--- src/hdl/hrp_pkg.sv ---
// Shared types, constants and the hex digit decoder for the HEX record parser.
`timescale 1ns / 1ps

package hrp_pkg;

	localparam int MAX_WORDS = 8;
	localparam int MAX_BYTES = 2 * MAX_WORDS;

	localparam int POS_W   = 6;
	localparam int BCNT_W  = 5;
	localparam int IDX_W   = 3;
	localparam int QUEUE_DEPTH = 4;
	localparam int QPTR_W  = $clog2(QUEUE_DEPTH);
	localparam int QCNT_W  = QPTR_W + 1;

	// character positions inside a record
	localparam logic [POS_W-1:0] POS_COUNT_FIRST = POS_W'(1);
	localparam logic [POS_W-1:0] POS_COUNT_LAST  = POS_W'(2);
	localparam logic [POS_W-1:0] POS_ADDR_FIRST  = POS_W'(3);
	localparam logic [POS_W-1:0] POS_ADDR_LAST   = POS_W'(6);
	localparam logic [POS_W-1:0] POS_TYPE        = POS_W'(8);
	localparam logic [POS_W-1:0] POS_DATA_FIRST  = POS_W'(9);

	localparam logic [7:0]  CH_TYPE_DATA = 8'h30;	// '0'
	localparam logic [7:0]  CH_TYPE_EXT  = 8'h34;	// '4'
	localparam logic [15:0] UPPER_RESET  = 16'h0800;

	typedef enum logic [1:0] {
		KIND_DATA  = 2'd0,
		KIND_UPPER = 2'd1,
		KIND_DONE  = 2'd2,
		KIND_OTHER = 2'd3
	} kind_t;

	typedef struct packed {
		kind_t             kind;
		logic [31:0]       target_address;
		logic [IDX_W-1:0]  word_index;
		logic [15:0]       word_value;
		logic [BCNT_W-1:0] byte_count;
		logic              digit_error;
		logic              last;
	} result_t;

	// up to two results from one character; a single one always sits in r0
	typedef struct packed {
		logic    valid0;
		logic    valid1;
		result_t r0;
		result_t r1;
	} push_t;

	typedef struct packed {
		logic [3:0] value;
		logic       bad;
	} hex_t;

	function automatic hex_t hex_value(input logic [7:0] c);
		hex_t h;
		h.bad = 1'b0;
		if (c inside {[8'h30:8'h39]}) begin
			h.value = c[3:0];
		end else if (c inside {[8'h41:8'h46], [8'h61:8'h66]}) begin
			h.value = 4'(c[3:0] + 4'd9);
		end else begin
			h.value = 4'd0;
			h.bad   = 1'b1;
		end
		return h;
	endfunction

endpackage

--- src/hdl/hrp_core.sv ---
// Input register stage and per-character record decoding with parser state.
`timescale 1ns / 1ps

module hrp_core (
	input  logic                  clk,
	input  logic                  arst_n,
	input  logic                  valid,
	output logic                  stall,
	input  logic [7:0]            ch,
	input  logic                  starts_record,
	input  logic                  room,
	output hrp_pkg::push_t        push
);

	logic                          valid_s1;
	logic [7:0]                    ch_s1;
	logic                          start_s1;

	logic [hrp_pkg::POS_W-1:0]     pos_q, pos_d;
	logic                          active_q, active_d;
	logic [7:0]                    count_q, count_d;
	logic [15:0]                   low_q, low_d;
	logic [15:0]                   upper_q, upper_d;
	logic [15:0]                   acc_q, acc_d;
	logic [hrp_pkg::IDX_W-1:0]     idx_q, idx_d;
	logic                          err_q, err_d;

	logic                          work;
	hrp_pkg::hex_t                 hx;
	logic [hrp_pkg::BCNT_W-1:0]    eff;
	logic [hrp_pkg::POS_W-1:0]     d_idx;
	logic [hrp_pkg::POS_W:0]       d_plus;
	logic                          data_hit, end_hit;
	hrp_pkg::kind_t                end_kind;
	hrp_pkg::result_t              data_res, end_res;

	assign stall = valid_s1 && !room;
	assign work  = valid_s1 && room;

	always_ff @(posedge clk or negedge arst_n) begin
		if (!arst_n) begin
			valid_s1 <= 1'b0;
		end else if (!stall) begin
			valid_s1 <= valid;
		end
	end

	always_ff @(posedge clk) begin
		if (!stall) begin
			ch_s1    <= ch;
			start_s1 <= starts_record;
		end
	end

	assign hx     = hrp_pkg::hex_value(ch_s1);
	assign eff    = (count_q > 8'(hrp_pkg::MAX_BYTES)) ? hrp_pkg::BCNT_W'(hrp_pkg::MAX_BYTES)
	                                                   : count_q[hrp_pkg::BCNT_W-1:0];
	assign d_idx  = pos_q - hrp_pkg::POS_DATA_FIRST;
	assign d_plus = {1'b0, d_idx} + (hrp_pkg::POS_W+1)'(1);

	always_comb begin
		pos_d    = pos_q;
		active_d = active_q;
		count_d  = count_q;
		low_d    = low_q;
		upper_d  = upper_q;
		acc_d    = acc_q;
		idx_d    = idx_q;
		err_d    = err_q;
		data_hit = 1'b0;
		end_hit  = 1'b0;
		end_kind = hrp_pkg::KIND_DONE;

		if (start_s1) begin
			pos_d    = hrp_pkg::POS_COUNT_FIRST;
			active_d = 1'b1;
			count_d  = '0;
			low_d    = '0;
			acc_d    = '0;
			idx_d    = '0;
			err_d    = 1'b0;
		end else if (active_q) begin
			if (pos_q >= hrp_pkg::POS_COUNT_FIRST && pos_q <= hrp_pkg::POS_COUNT_LAST) begin
				count_d = {count_q[3:0], hx.value};
				err_d   = err_q | hx.bad;
			end else if (pos_q >= hrp_pkg::POS_ADDR_FIRST && pos_q <= hrp_pkg::POS_ADDR_LAST) begin
				low_d = {low_q[11:0], hx.value};
				err_d = err_q | hx.bad;
			end else if (pos_q == hrp_pkg::POS_TYPE) begin
				err_d = err_q | (count_q > 8'(hrp_pkg::MAX_BYTES));
				if (ch_s1 == hrp_pkg::CH_TYPE_EXT) begin
					// staged upper always equals the low address digits
					upper_d  = low_q;
					end_hit  = 1'b1;
					end_kind = hrp_pkg::KIND_UPPER;
				end else if (ch_s1 == hrp_pkg::CH_TYPE_DATA) begin
					end_hit  = (eff == '0);
					end_kind = hrp_pkg::KIND_DONE;
				end else begin
					end_hit  = 1'b1;
					end_kind = hrp_pkg::KIND_OTHER;
				end
			end else if (pos_q >= hrp_pkg::POS_DATA_FIRST) begin
				acc_d    = {acc_q[11:0], hx.value};
				err_d    = err_q | hx.bad;
				data_hit = (d_idx[1:0] == 2'b11);
				if (data_hit) begin
					idx_d = idx_q + hrp_pkg::IDX_W'(1);
				end
				end_hit  = (d_plus >= {1'b0, eff, 1'b0});
				end_kind = hrp_pkg::KIND_DONE;
			end
			if (end_hit) begin
				active_d = 1'b0;
			end else begin
				pos_d = pos_q + hrp_pkg::POS_W'(1);
			end
		end

		data_res.kind           = hrp_pkg::KIND_DATA;
		data_res.target_address = {upper_q, low_q};
		data_res.word_index     = idx_q;
		data_res.word_value     = acc_d;
		data_res.byte_count     = eff;
		data_res.digit_error    = err_d;
		data_res.last           = !end_hit;

		end_res.kind            = end_kind;
		end_res.target_address  = {upper_d, low_q};
		end_res.word_index      = '0;
		end_res.word_value      = '0;
		end_res.byte_count      = eff;
		end_res.digit_error     = err_d;
		end_res.last            = 1'b1;

		push.valid0 = work && (data_hit || end_hit);
		push.valid1 = work && data_hit && end_hit;
		push.r0     = data_hit ? data_res : end_res;
		push.r1     = end_res;
	end

	always_ff @(posedge clk or negedge arst_n) begin
		if (!arst_n) begin
			pos_q    <= '0;
			active_q <= 1'b0;
			count_q  <= '0;
			low_q    <= '0;
			upper_q  <= hrp_pkg::UPPER_RESET;
			acc_q    <= '0;
			idx_q    <= '0;
			err_q    <= 1'b0;
		end else if (work) begin
			pos_q    <= pos_d;
			active_q <= active_d;
			count_q  <= count_d;
			low_q    <= low_d;
			upper_q  <= upper_d;
			acc_q    <= acc_d;
			idx_q    <= idx_d;
			err_q    <= err_d;
		end
	end

endmodule

--- src/hdl/hrp_out_queue.sv ---
// Result queue: takes up to two results per cycle, hands out one per transfer.
`timescale 1ns / 1ps

module hrp_out_queue (
	input  logic             clk,
	input  logic             arst_n,
	input  hrp_pkg::push_t   push,
	output logic             room,
	output logic             valid,
	input  logic             stall,
	output hrp_pkg::result_t head
);

	hrp_pkg::result_t             mem_q [hrp_pkg::QUEUE_DEPTH];
	logic [hrp_pkg::QPTR_W-1:0]   wp_q, rp_q;
	logic [hrp_pkg::QCNT_W-1:0]   cnt_q;
	logic                         pop;
	logic [hrp_pkg::QCNT_W-1:0]   n_push;

	assign valid  = (cnt_q != '0);
	assign pop    = valid && !stall;
	assign head   = mem_q[rp_q];
	assign room   = (cnt_q <= hrp_pkg::QCNT_W'(hrp_pkg::QUEUE_DEPTH - 2));
	assign n_push = hrp_pkg::QCNT_W'(push.valid0) + hrp_pkg::QCNT_W'(push.valid1);

	always_ff @(posedge clk) begin
		if (push.valid0) begin
			mem_q[wp_q] <= push.r0;
		end
		if (push.valid1) begin
			mem_q[wp_q + hrp_pkg::QPTR_W'(1)] <= push.r1;
		end
	end

	always_ff @(posedge clk or negedge arst_n) begin
		if (!arst_n) begin
			wp_q  <= '0;
			rp_q  <= '0;
			cnt_q <= '0;
		end else begin
			wp_q  <= wp_q + n_push[hrp_pkg::QPTR_W-1:0];
			if (pop) begin
				rp_q <= rp_q + hrp_pkg::QPTR_W'(1);
			end
			cnt_q <= cnt_q + n_push - hrp_pkg::QCNT_W'(pop);
		end
	end

endmodule

--- src/hdl/hex_record_parser.sv ---
// Top level of the streaming HEX record parser.
`timescale 1ns / 1ps
//
// Channel   | Handshake            | Payload
// ----------+----------------------+---------------------------------------------
// record    | rec_valid, rec_stall | ch, starts_record (one character/transfer)
// result    | res_valid, res_stall | kind, target_address, word_index,
//           |                      | word_value, byte_count, digit_error, last
//
// One character per cycle while rec_stall is low: a character is registered,
// then decoded against the parser state once the queue has room, and its
// results land in a four-entry queue. A character ending the last halfword of
// a data record yields two results, and both enter the queue together.
// rec_stall rises only while a registered character waits for two free queue
// entries; a stalled result side fills the queue and then backs up the input.
// Reset is asynchronous: no record is active and the upper address is 0x0800.
// The upper address held by the parser survives from record to record.

module hex_record_parser (
	input  logic        clk,
	input  logic        arst_n,

	input  logic        rec_valid,
	output logic        rec_stall,
	input  logic [7:0]  ch,
	input  logic        starts_record,

	output logic        res_valid,
	input  logic        res_stall,
	output logic [1:0]  kind,
	output logic [31:0] target_address,
	output logic [2:0]  word_index,
	output logic [15:0] word_value,
	output logic [4:0]  byte_count,
	output logic        digit_error,
	output logic        last
);

	hrp_pkg::push_t   push;
	hrp_pkg::result_t head;
	logic             room;

	// decode stage: owns all record state
	hrp_core u_core (
		.clk           (clk),
		.arst_n        (arst_n),
		.valid         (rec_valid),
		.stall         (rec_stall),
		.ch            (ch),
		.starts_record (starts_record),
		.room          (room),
		.push          (push)
	);

	// result queue: holds finished results until the result side takes them
	hrp_out_queue u_queue (
		.clk    (clk),
		.arst_n (arst_n),
		.push   (push),
		.room   (room),
		.valid  (res_valid),
		.stall  (res_stall),
		.head   (head)
	);

	assign kind           = head.kind;
	assign target_address = head.target_address;
	assign word_index     = head.word_index;
	assign word_value     = head.word_value;
	assign byte_count     = head.byte_count;
	assign digit_error    = head.digit_error;
	assign last           = head.last;

endmodule
--- config.mk ---
export PLATFORM = sky130hd
export DESIGN_NAME = hex_record_parser
export DESIGN_NICKNAME = d
export VERILOG_FILES = /design/src/hdl/hrp_pkg.sv /design/src/hdl/hrp_core.sv /design/src/hdl/hrp_out_queue.sv /design/src/hdl/hex_record_parser.sv
export SDC_FILE = /design/constraint.sdc
export NUM_CORES = 1
export LEC_CHECK = 0
export BUFFER_PORTS_ARGS = -buffer_cell sky130_fd_sc_hd__buf_2
export CAP_MARGIN = 10
export CELL_PAD_IN_SITES_DETAIL_PLACEMENT = 1
export CELL_PAD_IN_SITES_GLOBAL_PLACEMENT = 1
export CORE_UTILIZATION = 54
export CTS_CLUSTER_DIAMETER = 40
export CTS_CLUSTER_SIZE = 28
export DETAILED_ROUTE_END_ITERATION = 16
export GPL_TIMING_DRIVEN = 0
export PLACE_DENSITY = 0.88
export RECOVER_POWER = 25
export SLEW_MARGIN = 20
export SYNTH_ARGS = -nofsm -noshare
export SYNTH_HDL_FRONTEND = slang
export SYNTH_SLANG_ARGS = --single-unit
--- constraint.sdc ---
create_clock -name clk -period 13.4 [get_ports clk]
set_input_delay 0.67 -clock clk [delete_from_list [all_inputs] [get_ports clk]]
set_output_delay 0.67 -clock clk [all_outputs]
set_load 0.005 [all_outputs]
Word-level counts from Yosys, hierarchy flattened
Memories as Yosys holds them, arrays and structs flattened.
Index checks and enable logic that the tools add are counted.
{"block": "totals", "regBits": 84, "mem_bits_rw": 240, "input_bits": 13, "wordCells": 148, "memories": 1}
{"name": "u_queue.mem_q", "words": 4, "width": 60, "read_ports": 1, "rd_clocked_by_memory_dff": 0, "wr": 2, "line": "hrp_out_queue.sv:14", "source": "hrp_pkg::result_t mem_q [hrp_pkg::QUEUE_DEPTH];"}
{"block": "op_classes", "n_addsub": 11, "n_lt_le_gt_ge": 14, "eq_ne": 8, "n_mux": 71, "bitwise": 2, "reduce_logical": 27}
{"op": "2-to-1 mux 16 bit", "count": 16}
{"op": "2-to-1 mux 60 bit", "count": 1}
{"op": "2-to-1 mux 1 bit", "count": 32}
{"op": "2-to-1 mux 8 bit", "count": 3}
{"op": "2-to-1 mux 3 bit", "count": 7}
{"op": "2-to-1 mux 6 bit", "count": 3}
{"op": "equality test 8 x 6 -> 1 bit (second input constant)", "count": 2}
{"op": "greater-or-equal comparator 8 x 7 -> 1 bit (second input constant)", "count": 2}
{"op": "<= comparator 8 x 7 -> 1 bit (second input constant)", "count": 2}
{"op": "2-to-1 mux 2 bit", "count": 6}
{"op": "nonzero test 2 bit", "count": 6}
{"op": "logical AND 1 bit", "count": 11}
{"op": "greater-or-equal comparator 8 x 6 -> 1 bit (second input constant)", "count": 1}
{"op": "greater-than comparator 8 x 5 -> 1 bit (second input constant)", "count": 1}
{"op": "<= comparator 8 x 6 -> 1 bit (second input constant)", "count": 1}
{"op": "2-to-1 mux 4 bit", "count": 2}
{"op": "inequality test 2 x 1 -> 1 bit (second input constant)", "count": 4}
{"op": "adder 6 x 1 -> 7 bit (second input constant)", "count": 1}
{"op": "greater-or-equal comparator 7 x 6 -> 1 bit", "count": 1}
{"op": "AND reduction 7 bit", "count": 1}
{"op": "adder 6 x 1 -> 6 bit (second input constant)", "count": 1}
{"op": "equality test 6 x 4 -> 1 bit (second input constant)", "count": 1}
{"op": "greater-or-equal comparator 6 x 1 -> 1 bit (second input constant)", "count": 1}
{"op": "greater-or-equal comparator 6 x 2 -> 1 bit (second input constant)", "count": 1}
{"op": "other kinds (21)", "count": 26}

Longest topological paths before layout
{"block": "depth", "depth_word": 17, "mapped_depth": 23, "mapped_depth_nobuf": 21}

Cells and area by module
Synthesis repeated with hierarchy kept, for this count alone.
{"block": "hier_totals", "cells_unflattened": 1132, "hier_area_um2": 16982.5}
{"module": "hrp_out_queue", "n_inst": 1, "cells_each": 622, "area_each_um2": 12149.2}
{"module": "hrp_core", "n_inst": 1, "cells_each": 510, "area_each_um2": 4833.4}

Worst setup path before layout
Ideal clock, no wire load.
{"block": "synth_path", "kind": "register to register", "from": "reg u_core.pos_q[0] (netlist name)", "to": "mem u_queue.mem_q[3][1] (netlist name), enable pin", "t_arrival_ps": 4049, "t_required_ps": 12868, "slack_ps": 8818, "stages_incl_launch_ff": 19, "n_path_buf": 4, "cell_sequence": "dfrtp_1 > buf_2 > inv_1 > ha_1 > clkbuf_1 > nand2_1 > nor2_1 > a21oi_1 > o32a_1 > nor2_1 > xnor2_1 > ha_1 > a211o_1 > o221a_2 > clkbuf_1 > o211a_1 > nor2_1 > clkbuf_1 > nand2_1"}
{"element": "start, declared", "line": "hrp_core.sv:19", "source": "logic [hrp_pkg::POS_W-1:0] pos_q, pos_d;"}
{"element": "start signal, assigned", "line": "hrp_core.sv:153", "source": "pos_q <= pos_d;"}
{"element": "end, declared", "line": "hrp_out_queue.sv:14"}

==> out/metrics.cfg <==
[floorplanning]
rows=61
initial_core_util_pct=55.3
die_width_um=171
ios=75
coreArea_um2=27900
die_h_um=171
die-area_um2=29300

[sta]
period_minus_slack_ns=6.04
setup_viol=0
finClkSkew_ns=0.0370
holdWs_ns=0.305
slew_viol_final=62
rsz0062_at_grt=no
fmax_mhz=165
final.setup.tns_ns=0
min_period_over_period_pct=45.1
slew_headroom_pct=-118
hold_violations=0
worst_slew_pin_slew_ns=3.27

[worst_setup_path]
max_stage_delay_ns=0.68
slowest_stage=nor2_1
worstSetupPathType=reg -> reg
crit_fanout=22
cp-start-kind=register
worstPathRequired_ns=13.68
crit_path_end_kind=register
path_cells=clkbuf_1 > inv_1 > ha_1 > clkbuf_1 > nand2_1 > nor2_1 > a21oi_1 > o32a_1 > nor2_1 > xnor2_1 > ha_1 > a211o_1 > o221a_2 > clkbuf_1 > o211a_1 > nor2_1 > clkbuf_1 > nand2_2 > buf_12
cp.arrival_ns=6.32
cp_common_cell=clkbuf_1

[grt]
grt_max_degree=54
track_usage_pct=40.0
grt_pass1_vias=14200
grt_pass1_wl_mm=86.4
overflow=0
antenna_found_initial=1

[yosys]
syn_area_um2=15500
syn_avg_cell_area_um2=11.5
synth_cell_types=80
synth_nets=1378
async_reset_ff_share_pct=23.1
yosys_most_used_dff=edfxtp_1
synthCells=1344
yosys_warnings=0
yosysSeqAreaShare_pct=55.3
synth-seq-cells=324
synth-edff-count=169

[power]
p_per_area_nw_per_um2=178
total_power_mw=3.17
p_comb_share_pct=27.3
vdd_ir_drop_max_mv=0.116
p_sw_share_pct=34.4
p_switching_mw=1.09
p_int_mw=2.08
leakage_nw=6.35
pwr-share-seq_pct=36.2
clockPowerShare_pct=36.5

[clock_tree]
cts_made_buffers=44
cts_root_buf=clkbuf_16
cts_buffer_depth=3
post_cts_resized=0
cts_tree=yes
cts_sinks=324
cts_hold_buf=0
clock_latency_ns=0.57
postCtsSetupRepairBufs=0
htreeDepth=2
clk_pin_slew_ns=0.05

[layout]
fin_area_um2=17800
synthToLayoutAreaGrowth_pct=15.2
nNetsFinal=1503
fillerInstances=2941
final_cells=1883
layout-drive-gt1-share_pct=17.7
num_antenna_cells=0

[place]
place_inst=1801
post-dp-hpwl_mm=35.7
dpl_cell_area_um2=16400
place_congestion=0.910
port_buffers=74

[drt]
wl_per_cell_um=30.3
vias=13500
postRouteAntennaNets=0
drtIter0Drc=1708
drc=0
dr.pass1.iters=6
vias_per_cell=7.18
routed_wl_mm=57.1

[job]
cap_violations=2

[outcome]
violations=max-capacitance violations, max-slew violations
status=finished with violations

[hold_path]
hold_path_class=in -> reg

-- synth_stat cells (4+ instances only) --
master,n,share of area (%)
dfrtp_1,74,12
o211ai_1,4,0.19
dfxtp_1,80,10
xnor2_1,8,0.45
nor3_1,16,0.52
o211a_1,4,0.26
inv_1,21,0.51
a21oi_1,208,6.7
nor2_1,28,0.68
ha_1,20,1.6
nor2b_1,5,0.20
a21o_1,5,0.24
buf_1,8,0.19
buf_2,26,0.84
mux2i_1,18,1.2
nand3_1,88,2.8
nand2_1,72,1.7
o31ai_1,19,0.92
clkbuf_1,86,2.1
o21ai_0,111,3.6
mux2_2,14,1.0
a22o_1,5,0.28
nand2b_1,7,0.28
a21boi_0,77,3.7
nand4_1,28,1.1
mux4_2,60,8.7
edfxtp_1,169,33
-- worst paths after layout --
path                                       from              endpoint  slack (ns)  cells past startpoint
min in group asynchronous                arst_n      u_core.acc_q[12]        0.40                      1
hold reg to reg            u_queue.mem_q[0][15]  u_queue.mem_q[0][15]        0.47                      2
setup / recovery                u_core.pos_q[0]  u_queue.mem_q[3][29]        7.36                     19
max in group asynchronous                arst_n     u_core.count_q[3]        9.27                      2
hold / removal                            ch[5]       u_core.ch_s1[5]        0.31                      1
setup reg to reg                u_core.pos_q[0]  u_queue.mem_q[3][29]        7.36                     19
-- worst max-delay path, delay by kind of cell (launching register included) --
family	cells	cell delay, ns
buf+inv	6	2.01
simple gates	5	1.54
compound gates	5	1.13
fa+ha+maj	2	0.52
flops	1	0.39
xor+xnor	1	0.15
-- power groups by stage --
stage / logic (mW) / registers, mW / clock network, mW
floorplan: 0.562 / 1.14 / 0
global placement: 0.795 / 1.16 / 0
detailed placement: 0.838 / 1.17 / 0
CTS: 0.856 / 1.15 / 1.15
global route: 0.925 / 1.15 / 1.19
finish: 0.866 / 1.15 / 1.16
-- final cells by class --
class	count	area (um2)	share of cell area [%]
clock buffers	56	1240	6.97
flip-flops and latches	324	8550	48.0
multi-input cells	879	6320	35.5
repair buffers	79	452	2.54
plain buffers	120	480	2.70
clock inverters	26	201	1.13
well taps	378	473	2.66
inverters	21	78.8	0.443
-- registers in the layout (all words and copies together), names as in the netlist --
signal,cells
u_queue.mem_q,240
u_core.acc_q,16
u_core.pos_q,6
u_queue.wp_q,2
u_core.upper_q,16
u_core.err_q,1
u_core.valid_s1,1
u_core.low_q,16
u_core.idx_q,3
u_core.active_q,1
u_queue.rp_q,2
u_core.count_q,8
u_core.start_s1,1
u_core.ch_s1,8
u_queue.cnt_q,3
-- logic make-up (layout without fill, tap and decap cells) --
| kind of cell | count (synthesis) | after routing | share of synthesized area (%) |
|---|---|---|---|
| XOR/XNOR | 11 | 11 | 0.623 |
| adder cells (fa/ha/maj) | 21 | 21 | 1.75 |
| AND/OR/NAND/NOR | 279 | 279 | 9.36 |
| buffers and inverters | 141 | 302 | 3.63 |
| multiplexers | 94 | 94 | 11.1 |
| AO/OA/AOI/OAI | 474 | 474 | 18.2 |
| flip-flops | 324 | 324 | 55.3 |
-- cells in the final DEF, fill, tap and decap left out, drive strengths merged, types with 3 or more instances in the layout --
cell type	count
xor2	3
nor2	29
a211oi	4
nand4	28
a21o	5
o211a	4
nor3	17
ha	20
nand2	72
o211ai	6
dfrtp	74
dfxtp	80
edfxtp	169
o22ai	3
or4	3
nor4	5
mux2i	18
mux2	16
clkbuf	150
a31oi	3
o21ai	117
nor2b	6
clkinv	13
a21boi	78
nand3	89
inv	30
nand2b	7
buf	105
or3	4
clkinvlp	4
o31ai	19
xnor2	8
and3	3
a22o	5
a21oi	208
mux4	60
-- stage by stage --
step                utilization [%]  setup slack (ns)
floorplan                         -              8.82
global placement               58.4              6.97
detailed placement             58.8              7.70
CTS                            63.9              7.62
global route                   63.7              7.15
finish                         63.7              7.36
-- layer usage --
| layer | global-route usage [%] | up-vias | share of wire, % | wire (um) |
|---|---|---|---|---|
| met5 | 0 | - | 0.033 | 19 |
| met4 | 26.8 | 2 | 7.0 | 3970 |
| met3 | 9.39 | 359 | 9.1 | 5220 |
| met2 | 65.5 | 986 | 49 | 27700 |
| met1 | 47.1 | 6781 | 35 | 20200 |
| li1 | - | 5385 | - | - |
(Power assumes the default switching activity.)
